<file path="src/design/tdad_pkg.sv">
// Package for the table DPCM audio decoder: step tables, result type,
// start values and the per-nibble step function. No dependencies.
package tdad_pkg;

    localparam int SAMPLE_W = 16;

    // Start value of the accumulator for each mode at the head of a stream
    localparam logic signed [SAMPLE_W-1:0] ACC16_START = 16'sd0;
    localparam logic signed [SAMPLE_W-1:0] ACC8_START  = 16'sd128;

    localparam logic MODE_16BIT = 1'b0;
    localparam logic MODE_8BIT  = 1'b1;

    localparam logic [15:0] STEP16 [0:127] = '{
        16'h0000, 16'h0008, 16'h0010, 16'h0020, 16'h0030, 16'h0040, 16'h0050, 16'h0060,
        16'h0070, 16'h0080, 16'h0090, 16'h00A0, 16'h00B0, 16'h00C0, 16'h00D0, 16'h00E0,
        16'h00F0, 16'h0100, 16'h0110, 16'h0120, 16'h0130, 16'h0140, 16'h0150, 16'h0160,
        16'h0170, 16'h0180, 16'h0190, 16'h01A0, 16'h01B0, 16'h01C0, 16'h01D0, 16'h01E0,
        16'h01F0, 16'h0200, 16'h0208, 16'h0210, 16'h0218, 16'h0220, 16'h0228, 16'h0230,
        16'h0238, 16'h0240, 16'h0248, 16'h0250, 16'h0258, 16'h0260, 16'h0268, 16'h0270,
        16'h0278, 16'h0280, 16'h0288, 16'h0290, 16'h0298, 16'h02A0, 16'h02A8, 16'h02B0,
        16'h02B8, 16'h02C0, 16'h02C8, 16'h02D0, 16'h02D8, 16'h02E0, 16'h02E8, 16'h02F0,
        16'h02F8, 16'h0300, 16'h0308, 16'h0310, 16'h0318, 16'h0320, 16'h0328, 16'h0330,
        16'h0338, 16'h0340, 16'h0348, 16'h0350, 16'h0358, 16'h0360, 16'h0368, 16'h0370,
        16'h0378, 16'h0380, 16'h0388, 16'h0390, 16'h0398, 16'h03A0, 16'h03A8, 16'h03B0,
        16'h03B8, 16'h03C0, 16'h03C8, 16'h03D0, 16'h03D8, 16'h03E0, 16'h03E8, 16'h03F0,
        16'h03F8, 16'h0400, 16'h0440, 16'h0480, 16'h04C0, 16'h0500, 16'h0540, 16'h0580,
        16'h05C0, 16'h0600, 16'h0640, 16'h0680, 16'h06C0, 16'h0700, 16'h0740, 16'h0780,
        16'h07C0, 16'h0800, 16'h0900, 16'h0A00, 16'h0B00, 16'h0C00, 16'h0D00, 16'h0E00,
        16'h0F00, 16'h1000, 16'h1400, 16'h1800, 16'h1C00, 16'h2000, 16'h3000, 16'h4000
    };

    localparam logic [4:0] STEP8 [0:7] = '{
        5'd0, 5'd1, 5'd2, 5'd3, 5'd6, 5'd10, 5'd15, 5'd21
    };

    typedef struct packed {
        logic signed [SAMPLE_W-1:0] sample;
        logic                       last_of_byte;
        logic                       end_of_stream;
    } result_t;

    // One 4-bit code: add or subtract a small step, clip to 0..255
    function automatic logic [7:0] nib_step(input logic signed [15:0] acc,
                                            input logic [3:0] nib);
        logic signed [16:0] sum;
        logic [4:0]         step;
        logic [7:0]         res;
        step = nib[3] ? STEP8[3'd7 - nib[2:0]] : STEP8[nib[2:0]];
        if (nib[3])
            sum = 17'(acc) - 17'(signed'({1'b0, step}));
        else
            sum = 17'(acc) + 17'(signed'({1'b0, step}));
        if (sum < 17'sd0)
            res = 8'd0;
        else if (sum > 17'sd255)
            res = 8'd255;
        else
            res = sum[7:0];
        return res;
    endfunction

endpackage

</file>
<file path="src/design/tdad_if.sv">
// Valid/ready channels of the table DPCM audio decoder: code bytes in,
// samples out, and the mode register write. Depends on tdad_pkg.
interface tdad_code_if;
    logic       valid;
    logic       ready;
    logic [7:0] code_byte;
    logic       first_of_stream;
    logic       last_of_stream;

    modport source (output valid, output code_byte, output first_of_stream,
                    output last_of_stream, input ready);
    modport sink   (input valid, input code_byte, input first_of_stream,
                    input last_of_stream, output ready);
endinterface

interface tdad_sample_if;
    logic                                 valid;
    logic                                 ready;
    logic signed [tdad_pkg::SAMPLE_W-1:0] sample;
    logic                                 last_of_byte;
    logic                                 end_of_stream;

    modport source (output valid, output sample, output last_of_byte,
                    output end_of_stream, input ready);
    modport sink   (input valid, input sample, input last_of_byte,
                    input end_of_stream, output ready);
endinterface

interface tdad_cfg_if;
    logic valid;
    logic ready;
    logic sample_mode;

    modport source (output valid, output sample_mode, input ready);
    modport sink   (input valid, input sample_mode, output ready);
endinterface

</file>
<file path="src/design/table_dpcm_audio_decoder_core.sv">
// Table DPCM audio decoder core: code bytes in, audio samples out.
// A byte's first sample is registered and valid in the cycle after its transaction.
// One byte per cycle in 16-bit mode while the sample channel is ready; in 8-bit
// mode the single sample port, one sample per cycle while ready, sets the rate.
// Reset clears the accumulator to 0 and sample_mode to 16-bit mode.
// Depends on tdad_pkg, tdad_if, tdad_step, tdad_obuf.
module table_dpcm_audio_decoder_core
(
    input  logic          clk,
    input  logic          rst_n,
    tdad_code_if.sink     code_in,
    tdad_sample_if.source sample_out,
    tdad_cfg_if.sink      cfg
);

    // Mode register; software writes it only while the core is idle (not enforced by the core)
    logic mode_reg;
    logic mode_next;

    // Running accumulator, read as two's complement in both modes
    logic signed [tdad_pkg::SAMPLE_W-1:0] acc_reg;
    logic signed [tdad_pkg::SAMPLE_W-1:0] acc_next;
    logic signed [tdad_pkg::SAMPLE_W-1:0] acc_step;

    tdad_pkg::result_t res0;
    tdad_pkg::result_t res1;
    logic              can_load;
    logic              code_fire;

    // The configuration channel never stalls
    assign cfg.ready = 1'b1;
    assign mode_next = (cfg.valid && cfg.ready) ? cfg.sample_mode : mode_reg;

    // Accept a byte when the result buffer is empty or frees up this cycle, so
    // a last sample that leaves now does not hold up the next transaction
    assign code_in.ready = can_load;
    assign code_fire     = code_in.valid && code_in.ready;

    // Decode the byte straight from the channel against the current
    // accumulator; the whole step fits between the accumulator and buffer
    tdad_step u_step
    (
        .mode            (mode_reg),
        .acc             (acc_reg),
        .code_byte       (code_in.code_byte),
        .first_of_stream (code_in.first_of_stream),
        .last_of_stream  (code_in.last_of_stream),
        .res0            (res0),
        .res1            (res1),
        .acc_next        (acc_step)
    );

    // Hold the accumulator unless a byte is taken
    assign acc_next = code_fire ? acc_step : acc_reg;

    always_ff @(posedge clk or negedge rst_n)
    begin
        if (!rst_n)
        begin
            mode_reg <= tdad_pkg::MODE_16BIT;
            acc_reg  <= tdad_pkg::ACC16_START;
        end
        else
        begin
            mode_reg <= mode_next;
            acc_reg  <= acc_next;
        end
    end

    // One result in 16-bit mode, two (high nibble first) in 8-bit mode
    tdad_obuf u_obuf
    (
        .clk      (clk),
        .rst_n    (rst_n),
        .load     (code_fire),
        .two      (mode_reg == tdad_pkg::MODE_8BIT),
        .res0     (res0),
        .res1     (res1),
        .can_load (can_load),
        .samples  (sample_out)
    );

endmodule

</file>
<file path="src/design/tdad_step.sv">
// Decode datapath: applies one code byte to the accumulator and builds up
// to two results. Depends on tdad_pkg.
module tdad_step
(
    input  logic                                 mode,
    input  logic signed [tdad_pkg::SAMPLE_W-1:0] acc,
    input  logic [7:0]                           code_byte,
    input  logic                                 first_of_stream,
    input  logic                                 last_of_stream,
    output tdad_pkg::result_t                    res0,
    output tdad_pkg::result_t                    res1,
    output logic signed [tdad_pkg::SAMPLE_W-1:0] acc_next
);

    logic signed [15:0] acc_start;
    logic signed [16:0] sum16;
    logic signed [15:0] clip16;
    logic [15:0]        step16;
    logic [7:0]         hi8;
    logic [7:0]         lo8;

    always_comb
    begin
        if (first_of_stream)
            acc_start = (mode == tdad_pkg::MODE_8BIT) ? tdad_pkg::ACC8_START
                                                      : tdad_pkg::ACC16_START;
        else
            acc_start = acc;

        // 16-bit path: sign-magnitude step, saturate to signed 16 bits
        step16 = tdad_pkg::STEP16[code_byte[6:0]];
        if (code_byte[7])
            sum16 = 17'(acc_start) - 17'(signed'({1'b0, step16}));
        else
            sum16 = 17'(acc_start) + 17'(signed'({1'b0, step16}));
        if (sum16 < -17'sd32768)
            clip16 = -16'sd32768;
        else if (sum16 > 17'sd32767)
            clip16 = 16'sd32767;
        else
            clip16 = sum16[15:0];

        // 8-bit path: high nibble first, then low nibble from that result
        hi8 = tdad_pkg::nib_step(acc_start, code_byte[7:4]);
        lo8 = tdad_pkg::nib_step(signed'({8'd0, hi8}), code_byte[3:0]);

        if (mode == tdad_pkg::MODE_8BIT)
        begin
            res0.sample        = signed'({8'd0, hi8});
            res0.last_of_byte  = 1'b0;
            res0.end_of_stream = 1'b0;
            res1.sample        = signed'({8'd0, lo8});
            res1.last_of_byte  = 1'b1;
            res1.end_of_stream = last_of_stream;
            acc_next           = signed'({8'd0, lo8});
        end
        else
        begin
            res0.sample        = clip16;
            res0.last_of_byte  = 1'b1;
            res0.end_of_stream = last_of_stream;
            res1               = res0;
            acc_next           = clip16;
        end
    end

endmodule

</file>
<file path="src/design/tdad_obuf.sv">
// Two-entry result buffer: holds the results of one code byte and presents
// them one per cycle, while the sample channel is ready. Depends on tdad_pkg, tdad_if.
module tdad_obuf
(
    input  logic              clk,
    input  logic              rst_n,
    input  logic              load,
    input  logic              two,
    input  tdad_pkg::result_t res0,
    input  tdad_pkg::result_t res1,
    output logic              can_load,
    tdad_sample_if.source     samples
);

    logic [1:0]        count_reg;
    logic [1:0]        count_next;
    tdad_pkg::result_t head_reg;
    tdad_pkg::result_t head_next;
    tdad_pkg::result_t tail_reg;
    tdad_pkg::result_t tail_next;
    logic              fire;

    assign fire     = samples.valid && samples.ready;
    // Take a new transaction when empty or when the last entry leaves now
    assign can_load = (count_reg == 2'd0) || ((count_reg == 2'd1) && samples.ready);

    assign samples.valid         = (count_reg != 2'd0);
    assign samples.sample        = head_reg.sample;
    assign samples.last_of_byte  = head_reg.last_of_byte;
    assign samples.end_of_stream = head_reg.end_of_stream;

    always_comb
    begin
        count_next = count_reg;
        head_next  = head_reg;
        tail_next  = tail_reg;
        if (load)
        begin
            head_next  = res0;
            tail_next  = res1;
            count_next = two ? 2'd2 : 2'd1;
        end
        else if (fire)
        begin
            // advance the second entry to the head
            head_next  = tail_reg;
            count_next = count_reg - 2'd1;
        end
    end

    always_ff @(posedge clk or negedge rst_n)
    begin
        if (!rst_n)
            count_reg <= 2'd0;
        else
            count_reg <= count_next;
    end

    always_ff @(posedge clk)
    begin
        head_reg <= head_next;
        tail_reg <= tail_next;
    end

endmodule
</file>
<file path="src/flat_wrapper.sv">
// flat-port wrapper written by rule: the top's interface ports become plain ports
module table_dpcm_audio_decoder_core_flat 
  (clk, rst_n, code_in_valid, code_in_code_byte, code_in_first_of_stream, code_in_last_of_stream, code_in_ready, sample_out_valid, sample_out_sample, sample_out_last_of_byte, sample_out_end_of_stream, sample_out_ready, cfg_valid, cfg_sample_mode, cfg_ready);
  tdad_code_if code_in_i ();
  tdad_sample_if sample_out_i ();
  tdad_cfg_if cfg_i ();
  input  logic clk;
  input  logic rst_n;
  input wire logic [$bits(code_in_i.valid)-1:0] code_in_valid;
  input wire logic [$bits(code_in_i.code_byte)-1:0] code_in_code_byte;
  input wire logic [$bits(code_in_i.first_of_stream)-1:0] code_in_first_of_stream;
  input wire logic [$bits(code_in_i.last_of_stream)-1:0] code_in_last_of_stream;
  output wire logic [$bits(code_in_i.ready)-1:0] code_in_ready;
  output wire logic [$bits(sample_out_i.valid)-1:0] sample_out_valid;
  output wire logic [$bits(sample_out_i.sample)-1:0] sample_out_sample;
  output wire logic [$bits(sample_out_i.last_of_byte)-1:0] sample_out_last_of_byte;
  output wire logic [$bits(sample_out_i.end_of_stream)-1:0] sample_out_end_of_stream;
  input wire logic [$bits(sample_out_i.ready)-1:0] sample_out_ready;
  input wire logic [$bits(cfg_i.valid)-1:0] cfg_valid;
  input wire logic [$bits(cfg_i.sample_mode)-1:0] cfg_sample_mode;
  output wire logic [$bits(cfg_i.ready)-1:0] cfg_ready;
  assign code_in_i.valid = code_in_valid;
  assign code_in_i.code_byte = code_in_code_byte;
  assign code_in_i.first_of_stream = code_in_first_of_stream;
  assign code_in_i.last_of_stream = code_in_last_of_stream;
  assign code_in_ready = code_in_i.ready;
  assign sample_out_valid = sample_out_i.valid;
  assign sample_out_sample = sample_out_i.sample;
  assign sample_out_last_of_byte = sample_out_i.last_of_byte;
  assign sample_out_end_of_stream = sample_out_i.end_of_stream;
  assign sample_out_i.ready = sample_out_ready;
  assign cfg_i.valid = cfg_valid;
  assign cfg_i.sample_mode = cfg_sample_mode;
  assign cfg_ready = cfg_i.ready;
  table_dpcm_audio_decoder_core u_core (.clk(clk), .rst_n(rst_n), .code_in(code_in_i), .sample_out(sample_out_i), .cfg(cfg_i));
endmodule
</file>
<file path="config.mk">
export PLATFORM = sky130hd
export DESIGN_NAME = table_dpcm_audio_decoder_core_flat
export DESIGN_NICKNAME = d
export VERILOG_FILES = /design/src/design/tdad_pkg.sv /design/src/design/tdad_if.sv /design/src/design/table_dpcm_audio_decoder_core.sv /design/src/design/tdad_step.sv /design/src/design/tdad_obuf.sv /design/src/flat_wrapper.sv
export SDC_FILE = /design/constraint.sdc
export NUM_CORES = 1
export LEC_CHECK = 0
export BUFFER_PORTS_ARGS = -buffer_cell sky130_fd_sc_hd__buf_4
export CAP_MARGIN = 15
export CORE_ASPECT_RATIO = 0.7
export CORE_UTILIZATION = 47
export CTS_CLUSTER_SIZE = 24
export DETAILED_ROUTE_END_ITERATION = 10
export GPL_TIMING_DRIVEN = 0
export PLACE_DENSITY = 0.63
export SLEW_MARGIN = 20
export SYNTH_ARGS = -nofsm -noshare
export SYNTH_HDL_FRONTEND = slang
export SYNTH_SLANG_ARGS = --single-unit
</file>
<file path="constraint.sdc">
create_clock -name clk -period 14.6 [get_ports clk]
set_clock_uncertainty 0.05 [all_clocks]
set_input_delay 1.46 -clock clk [delete_from_list [all_inputs] [get_ports clk]]
set_output_delay 1.46 -clock clk [all_outputs]
set_load 0.01 [all_outputs]
</file>
==> flow_summary.yaml, run 1 <==
detailed_routing:
  initialDrtViolationCount: 491
  wl_per_cell_um: 17.89
  route.detailed.drc: 0
  wl_um: 15960
  dr_total_vias: 5330
  viasPerCell: 5.975
  detail-route-antenna-nets: 0
  drt_first_pass_iters: 5
logic_synthesis:
  synth_top_family_by_area: "compound AO/OA/AOI/OAI gates"
  synth-main-ff-cell: "edfxtp_1"
  ys_async_sr_fraction_pct: 35.19
  synth_mux_area_share_pct: 4.216
  avgSynthCellArea_sq_um: 8.491
  synth_edf_count: 35
  ys_seq_area_share_pct: 25.98
  synth_compound_area_share_pct: 25.53
  syn_inst: 692
  synth_fa_ha_area_share_pct: 14.22
  synth-simple-area-share_pct: 18.70
  ys_ff_latch: 54
  synth_xor_area_share_pct: 5.920
  synth_cell_types: 76
  syn-num-nets: 773
  yosysWarnings: 0
  synthesis.area_sq_um: 5876
floorplanning:
  dieArea_sq_um: 12960
  num_rows: 33
  die_h_um: 95.55
  die_x_um: 135.6
  initial_core_util_pct: 49.24
  ios: 37
  core_sq_um: 11930
layout:
  drive_gt1_share_pct: 13.61
  syn2layout_area_growth_pct: 10.60
  multi_input_area_sq_um: 4034
  diodes: 0
  largest_reg_flops: 17
  layoutNonFillerInstCount: 892
  nets: 815
  fillers: 1103
  regArea_sq_um: 1526
setup_path:
  crit_slowest_cell: "xnor2_1"
  critPathRequiredTime_ns: 14.58
  critical_path_class: "input port to register"
  cp.arrival_ns: 9.17
  endpoint_kind: "register"
  startpoint_type: "input port"
  reg2reg_slack_ns: 8.07
  cp_max_fo: 10
  rr_worst_depth: 23
  r2r_start: "u_core.mode_reg"
  cp_common_cell: "ha_1"
  critPathMaxStageDelay_ns: 0.60
  timing.rr.end: "u_core.u_obuf.tail_reg[8]"
cts:
  postCtsHoldBufs: 0
  worstSkewPairLatency_ns: 0.29
  cts_root_buf: "clkbuf_16"
  clock_path_buffers: 2
  cts_buffers: 5
  cts_sinks: 54
  cts_tree: "done"
  cts_resized: 0
  cts_setup_buffers: 0
  clk_pin_slew_ns: 0.07
  htreeDepth: 2
place:
  numPortBuffers: 35
  gp_congestion: 0.9561
  placed_cells: 884
  dp_hpwl_um: 12860
timing:
  whs_ns: 0.4260
  finalSetupViolCount: 0
  tightestPinTransition_ns: 0.8518
  rsz0062_at_grt: "no"
  finalSetupTns_ns: 0
  timing.fmax_ghz: 0.1088
  slew_headroom_pct: 42.61
  fin_crit_ns: 9.190
  final_hold_viol_count: 0
  finalMaxSlewViolations: 0
  finalCritPeriodShare_pct: 62.94
global_routing:
  antenna_found_initial: 0
  grt-ovfl-total: 0
  grt_pass1_vias: 4937
  grt_max_degree: 27
  grt_use_total_pct: 25.94
  grt_pass1_wl_um: 26010
outcome:
  run_status: "completed"
power_and_ir_drop:
  power.switching_uw: 475.9
  powerDensity_nw_per_um2: 163.5
  p_sw_share_pct: 44.79
  intPower_uw: 586.8
  p_seq_share_pct: 24.6
  ir_drop_mv: 0.08120
  p_comb_share_pct: 62.9
  clkPwrFrac_pct: 12.5
  power.leakage_nw: 2.794
min_path:
  holdPathStages: 1
  holdPathEnd: "u_core.acc_reg[15]"
  hold_start: "u_core.acc_reg[15]"
  hold_path_class: "register to register"
flow_run:
  maxCapViolations: 0
## power by group through the flow
stage	combinational, mW	sequential [mW]	clock (mW)
global route	0.747	0.268	0.140
CTS	0.660	0.262	0.134
finish	0.668	0.262	0.133
detailed placement	0.655	0.265	0
global placement	0.639	0.263	0
floorplan	0.477	0.269	0
## metrics by stage
stage	power, mW	instance area (sq um)	worst slack [ns]	utilization [%]
2_1_floorplan	0.7456	5876	6.995	-
3_3_place_gp	0.9023	6335	5.438	53.09
3_5_place_dp	0.9199	6336	5.361	53.10
4_1_cts	1.056	6499	5.648	54.46
5_1_grt	1.156	6499	4.902	54.46
6_report	1.063	6499	5.410	54.46
## layer usage
metal | GRT usage, % | share of wire [%] | up-vias
li1 | - | - | 2619
met1 | 39.21 | 51 | 2504
met2 | 38.14 | 41 | 187
met3 | 5.157 | 7.2 | 20
met4 | 3.839 | 0.91 | 0
met5 | 0 | 0 | -
## worst max path at each step
stage | start | end | slack [ns]
finish | code_in_code_byte[5] | u_core.u_obuf.tail_reg[8] | 5.41
global route | code_in_code_byte[5] | u_core.u_obuf.tail_reg[8] | 4.90
CTS | code_in_code_byte[5] | u_core.u_obuf.tail_reg[8] | 5.65
detailed placement | code_in_code_byte[5] | u_core.u_obuf.tail_reg[8] | 5.36
global placement | code_in_code_byte[5] | u_core.u_obuf.tail_reg[8] | 5.44
floorplan | code_in_code_byte[4] | u_core.u_obuf.tail_reg[8] | 7.00
## cells by family after synthesis
kind of cell | count (synthesis)
compound gates | 222
xor+xnor | 36
mux | 23
other cells | 1
fa+ha+maj | 65
flops | 54
simple gates | 218
buf+inv | 73
## placed cells by master (no fill, tap or decap), drive strengths merged, types with 3 or more instances in the layout
cell type and instances:
a21oi 60, nand4 3, mux2i 9, fa 3
nand2 64, o211ai 10, inv 42, edfxtp 35
nor4b 3, o21bai 4, mux2 14, clkbuf 22
a31oi 24, dfrtp 19, xor2 13, ha 62
or2 7, o2111a 3, a211oi 8, o2111ai 3
o31ai 5, o22ai 4, and2 7, nor3 14
xnor2 22, buf 50, nand2b 11, o21ai 47
nor4 5, nor2b 23, nor2 60, and3 6
nand3 7, a21boi 3, o21a 16, a21o 11
## critical path, delay by kind of cell
kind                     cells  cell delay, ns
XOR/XNOR                     1            0.60
multiplexers                 1            0.14
AND/OR/NAND/NOR              4            0.54
AO/OA/AOI/OAI               14            3.79
adder cells (fa/ha/maj)      5            1.50
buffers and inverters        7            1.13
## cell usage after synthesis, types with 5 or more instances
cell type / count / share of area [%]
ha_1: 62 / 13
nand3_1: 7 / 0.60
xor2_1: 13 / 1.9
o21ai_0: 34 / 2.9
mux2i_1: 9 / 1.5
and2_1: 7 / 0.75
o31ai_1: 5 / 0.64
nor3_1: 12 / 1.0
or2_2: 7 / 0.75
mux2_2: 14 / 2.7
o21a_1: 16 / 2.0
a31oi_1: 24 / 2.6
buf_4: 5 / 0.64
clkbuf_1: 16 / 1.0
a211oi_1: 6 / 0.77
buf_2: 6 / 0.51
a21o_1: 11 / 1.4
xnor2_1: 21 / 3.1
o211ai_1: 9 / 1.1
nand2b_1: 11 / 1.2
edfxtp_1: 35 / 18
a21oi_1: 60 / 5.1
nand2_1: 62 / 4.0
dfrtp_1: 19 / 8.1
inv_1: 42 / 2.7
nor2_1: 60 / 3.8
nor2b_1: 23 / 2.4
and3_1: 6 / 0.64
o21ai_2: 9 / 1.3
## layout make-up
class / instances / area share (%)
flip-flops and latches: 54 / 23.49
clock buffers: 6 / 1.983
clock inverters: 2 / 0.5198
plain buffers: 31 / 2.445
multi-input cells: 565 / 62.07
well taps: 157 / 3.023
inverters: 42 / 2.426
repair buffers: 35 / 4.043
No activity file was read; power rests on OpenSTA's default activity.
==> inputs of run 2 (changes only) <==
--- a/config.mk
+++ b/config.mk
@@ -12,7 +12,7 @@
 export CTS_CLUSTER_SIZE = 24
 export DETAILED_ROUTE_END_ITERATION = 10
 export GPL_TIMING_DRIVEN = 0
-export PLACE_DENSITY = 0.63
+export PLACE_DENSITY = 0.66
 export SLEW_MARGIN = 20
 export SYNTH_ARGS = -nofsm -noshare
 export SYNTH_HDL_FRONTEND = slang
==> constraint.sdc (replaced) <==
create_clock -name clk -period 8.1 [get_ports clk]
set_clock_uncertainty 0.05 [all_clocks]
set_input_delay 0.81 -clock clk [delete_from_list [all_inputs] [get_ports clk]]
set_output_delay 0.81 -clock clk [all_outputs]
set_load 0.01 [all_outputs]
==> flow_summary.yaml, run 2 (synthesized netlist as in run 1, its figures left out) <==
power_and_ir_drop:
  power.leakage_nw: 2.830
  power.total_mw: 1.929
  powerDensity_nw_per_um2: 293.0
  ir_drop_mv: 0.1402
global_routing:
  grt_use_total_pct: 25.57
  grt-ovfl-total: 0
  antenna_found_initial: 0
  grt_max_degree: 27
  grt_pass1_wl_um: 25670
  grt_pass1_vias: 4902
layout:
  drive_gt1_share_pct: 15.50
  final_cell_mix: "62 x nand2_1, 62 x ha_1, 60 x nor2_1, 60 x a21oi_1, 47 x buf_4"
  final_util_pct: 55.19
  nets: 822
  diodes: 0
  largest_reg_flops: 17
  syn2layout_area_growth_pct: 12.07
floorplanning:
  core_sq_um: 11930
  num_rows: 33
  dieArea_sq_um: 12960
  die_h_um: 95.55
  ios: 37
  die_x_um: 135.6
  initial_core_util_pct: 49.24
place:
  numPortBuffers: 35
  gp_congestion: 0.9068
  dp_hpwl_um: 12850
  place_ws_ns: -0.4702
timing:
  final_hold_viol_count: 0
  slew_headroom_pct: 47.12
  tightestPinTransition_ns: 0.7871
  rsz0062_at_grt: "no"
  fin_crit_ns: 7.591
  finalCritPeriodShare_pct: 93.71
  finalMaxSlewViolations: 0
  whs_ns: 0.3373
  timing.fmax_ghz: 0.1317
  finalSetupViolCount: 0
  setup_ws_ns: 0.5093
detailed_routing:
  drt_first_pass_iters: 5
  initialDrtViolationCount: 498
  route.detailed.drc: 0
  wl_per_cell_um: 18.07
  detail-route-antenna-nets: 0
  wl_um: 16250
  viasPerCell: 6.007
  dr_total_vias: 5400
setup_path:
  cp.arrival_ns: 7.59
  endpoint_kind: "register"
  startpoint_type: "input port"
  cp_max_fo: 10
  critical_path_class: "input port to register"
  cp_common_cell: "ha_1"
  crit_slowest_cell: "mux2_2"
  critPathMaxStageDelay_ns: 0.40
  critPathRequiredTime_ns: 8.10
cts:
  clock_path_buffers: 2
  cts_sinks: 54
  cts_buffers: 5
  postCtsHoldBufs: 0
  cts_root_buf: "clkbuf_16"
  htreeDepth: 2
  cts_tree: "done"
  clk_pin_slew_ns: 0.07
  worstSkewPairLatency_ns: 0.30
flow_run:
  maxCapViolations: 0
outcome:
  run_status: "completed"
min_path:
  hold_path_class: "input port to async pin"
run 2: worst paths after layout:
kind	from	end	slack, ns	cells after the start
max in group asynchronous	rst_n	u_core.acc_reg[6]	7.44	1
setup reg to reg	u_core.mode_reg	u_core.u_obuf.tail_reg[8]	2.40	24
setup / recovery	code_in_code_byte[4]	u_core.u_obuf.tail_reg[8]	0.51	33
hold / removal	rst_n	u_core.acc_reg[14]	0.34	1
min in group clk	u_core.acc_reg[15]	u_core.acc_reg[15]	0.44	1
hold reg to reg	u_core.acc_reg[15]	u_core.acc_reg[15]	0.44	1
run 2: metrics by stage:
step / cells / TNS, ns / cell area [sq um]
2_1_floorplan: 692 / 0 / 5876
3_3_place_gp: 884 / -0.6431 / 6335
3_5_place_dp: 884 / -0.8694 / 6336
4_1_cts: 893 / 0 / 6510
5_1_grt: 899 / 0 / 6585
6_report: 899 / 0 / 6585
run 2: critical path: cells and delay by family:
family	cells	cell delay (ns)
adders and majority gates	6	1.73
and+or+nand+nor	3	0.49
AOI/OAI and AO/OA	14	2.78
muxes	2	0.53
buffers and inverters	8	1.24
run 2: where the power goes:
part	internal, mW	switching [mW]
registers	0.433	0.0372
clock network	0.116	0.104
logic	0.496	0.743
total	1.05	0.884
run 2: routing by layer:
layer / vias up / track usage [%] / share of wire (%)
li1: 2628 / - / -
met1: 2572 / 39.35 / 50
met2: 185 / 36.99 / 42
met3: 15 / 4.200 / 6.9
met4: 0 / 4.682 / 0.87
met5: - / 0 / 0
run 2: what timing repair did:
item,in CTS,in global routing
buffers inserted,1,6
resized for setup,3,6
endpoints found under the setup margin,2,16
pin swaps,1,3
run 2: layout make-up:
type | instances | area, sq um
sequential | 54 | 1526
buffer | 31 | 162.7
multi-input combinational | 565 | 4071
clock buffer | 5 | 125.1
clock inverter | 3 | 26.28
timing repair buffer | 42 | 315.3
inverter | 42 | 161.4
fill | 1102 | 5348
tap | 157 | 196.4
==> inputs of run 3 (changes only) <==
--- a/config.mk
+++ b/config.mk
@@ -7,12 +7,14 @@
 export LEC_CHECK = 0
 export BUFFER_PORTS_ARGS = -buffer_cell sky130_fd_sc_hd__buf_4
 export CAP_MARGIN = 15
+export CELL_PAD_IN_SITES_DETAIL_PLACEMENT = 0
+export CELL_PAD_IN_SITES_GLOBAL_PLACEMENT = 1
 export CORE_ASPECT_RATIO = 0.7
-export CORE_UTILIZATION = 47
+export CORE_UTILIZATION = 43
 export CTS_CLUSTER_SIZE = 24
 export DETAILED_ROUTE_END_ITERATION = 10
 export GPL_TIMING_DRIVEN = 0
-export PLACE_DENSITY = 0.66
+export PLACE_DENSITY = 0.77
 export SLEW_MARGIN = 20
 export SYNTH_ARGS = -nofsm -noshare
 export SYNTH_HDL_FRONTEND = slang
==> flow_summary.yaml, run 3 (synthesized netlist as in run 1, its figures left out) <==
min_path:
  hold_path_class: "input port to async pin"
power_and_ir_drop:
  ir_drop_mv: 0.1299
  intPower_mw: 1.035
  powerDensity_nw_per_um2: 288.7
  p_sw_share_pct: 45.54
  p_seq_share_pct: 24.9
  clkPwrFrac_pct: 11.3
  p_comb_share_pct: 63.8
  power.total_mw: 1.900
  power.switching_uw: 865.1
  power.leakage_nw: 2.795
timing:
  setup_ws_ns: 0.4086
  fin_crit_ns: 7.691
  slew_headroom_pct: 49.05
  finalMaxSlewViolations: 0
  rsz0062_at_grt: "no"
  timing.fmax_ghz: 0.1300
  tightestPinTransition_ns: 0.7563
  finalCritPeriodShare_pct: 94.96
  finalSetupTns_ns: 0
  finalSetupViolCount: 0
  final_hold_viol_count: 0
global_routing:
  grt_pass1_vias: 4876
  grt_pass1_wl_um: 25830
  antenna_found_initial: 0
  grt_use_total_pct: 23.35
  grt_max_degree: 27
  grt-ovfl-total: 0
detailed_routing:
  dr_total_vias: 5317
  wl_um: 15960
  route.detailed.drc: 0
  detail-route-antenna-nets: 0
  route.met3.wl_um: 795
  wl_met1_um: 8351
  drt_first_pass_iters: 5
  viasPerCell: 5.767
  wl_met2_um: 6705
  dr.max_layer_used: "met4"
  wl_per_cell_um: 17.31
  initialDrtViolationCount: 457
cts:
  clk_pin_slew_ns: 0.07
  cts_tree: "done"
  cts_sinks: 54
  htreeDepth: 2
  cts_root_buf: "clkbuf_16"
  cts_buffers: 5
  clock_path_buffers: 2
  worstSkewPairLatency_ns: 0.30
setup_path:
  critPathRequiredTime_ns: 8.09
  cp_max_fo: 10
  cp.arrival_ns: 7.68
  cp_common_cell: "ha_1"
  critical_path_class: "input port to register"
  startpoint_type: "input port"
  crit_slowest_cell: "o311a_1"
  crit_family: "compound AO/OA/AOI/OAI gates"
  endpoint_kind: "register"
  critical_path_buf_inv_count: 7
  critPathMaxStageDelay_ns: 0.40
floorplanning:
  initial_core_util_pct: 44.43
  core_sq_um: 13230
  ios: 37
  num_rows: 35
  die_h_um: 99.80
  die_x_um: 141.7
  dieArea_sq_um: 14140
flow_run:
  maxCapViolations: 0
layout:
  largest_reg_flops: 17
  drive_gt1_share_pct: 14.93
  diodes: 0
  final_cell_mix: "62 x nand2_1, 62 x ha_1, 60 x nor2_1, 60 x a21oi_1, 42 x buf_4"
  nets: 817
  syn2layout_area_growth_pct: 11.99
place:
  dp_hpwl_um: 12990
  gp_congestion: 0.9257
  place_ws_ns: -0.4757
  numPortBuffers: 35
outcome:
  run_status: "completed"
==> run 3: changes by cell type in the layout (fill, tap and decap cells not counted), sizes merged <==
cell	before	now
clkinvlp	1	3
clkinv	3	0
clkbuf	22	23
buf	56	51
==> run 3: path summary, 6_finish.rpt <==
| kind | end | start | slack, ns | depth (start not counted) |
|---|---|---|---|---|
| max | u_core.u_obuf.tail_reg[8] | code_in_code_byte[4] | 0.41 | 32 |
| min | u_core.acc_reg[12] | rst_n | 0.34 | 1 |
| max reg2reg | u_core.u_obuf.tail_reg[8] | u_core.mode_reg | 2.19 | 23 |
| min reg2reg | u_core.acc_reg[15] | u_core.acc_reg[15] | 0.43 | 1 |
| max in group asynchronous | u_core.acc_reg[3] | rst_n | 7.43 | 1 |
| min in group clk | u_core.acc_reg[15] | u_core.acc_reg[15] | 0.43 | 1 |
==> run 3: metrics by stage <==
stage | util, % | cell area (sq um) | hold WS (ns) | instances
floorplan | - | 5876 | 0.3919 | 692
global placement | 48.16 | 6370 | 0.4033 | 912
detailed placement | 48.17 | 6371 | 0.4177 | 912
CTS | 49.38 | 6530 | 0.3483 | 921
global route | 49.75 | 6580 | 0.3456 | 922
finish | 49.75 | 6580 | 0.3368 | 922
==> run 3: metal layers <==
layer | vias up | track usage [%]
met4 | 0 | 3.060
li1 | 2613 | -
met2 | 137 | 34.98
met1 | 2554 | 36.00
met5 | - | 0
met3 | 13 | 3.387
==> run 3: what timing repair did <==
item,CTS,global route
pin swaps,1,2
hold buffers,0,0
buffers inserted,1,1
gates cloned,0,0
gates resized for setup,1,9
endpoints found under the setup margin,2,16
==> run 3: power groups by stage <==
stage	clock, mW	combinational, mW	sequential, mW
2_1_floorplan	0	0.859	0.485
3_3_place_gp	0	1.16	0.474
3_5_place_dp	0	1.18	0.479
4_1_cts	0.216	1.19	0.473
5_1_grt	0.233	1.35	0.482
6_report	0.215	1.21	0.473
==> run 3: area by class of cell <==
| cell class | instances | area (sq um) |
|---|---|---|
| fillers | 1350 | 6645 |
| multi-input cells | 565 | 4076 |
| flip-flops and latches | 54 | 1526 |
| repair buffers | 37 | 277.8 |
| well taps | 185 | 231.5 |
| plain buffers | 31 | 162.7 |
| inverters | 42 | 161.4 |
| clock buffers | 6 | 128.9 |
| clock inverters | 2 | 15.01 |
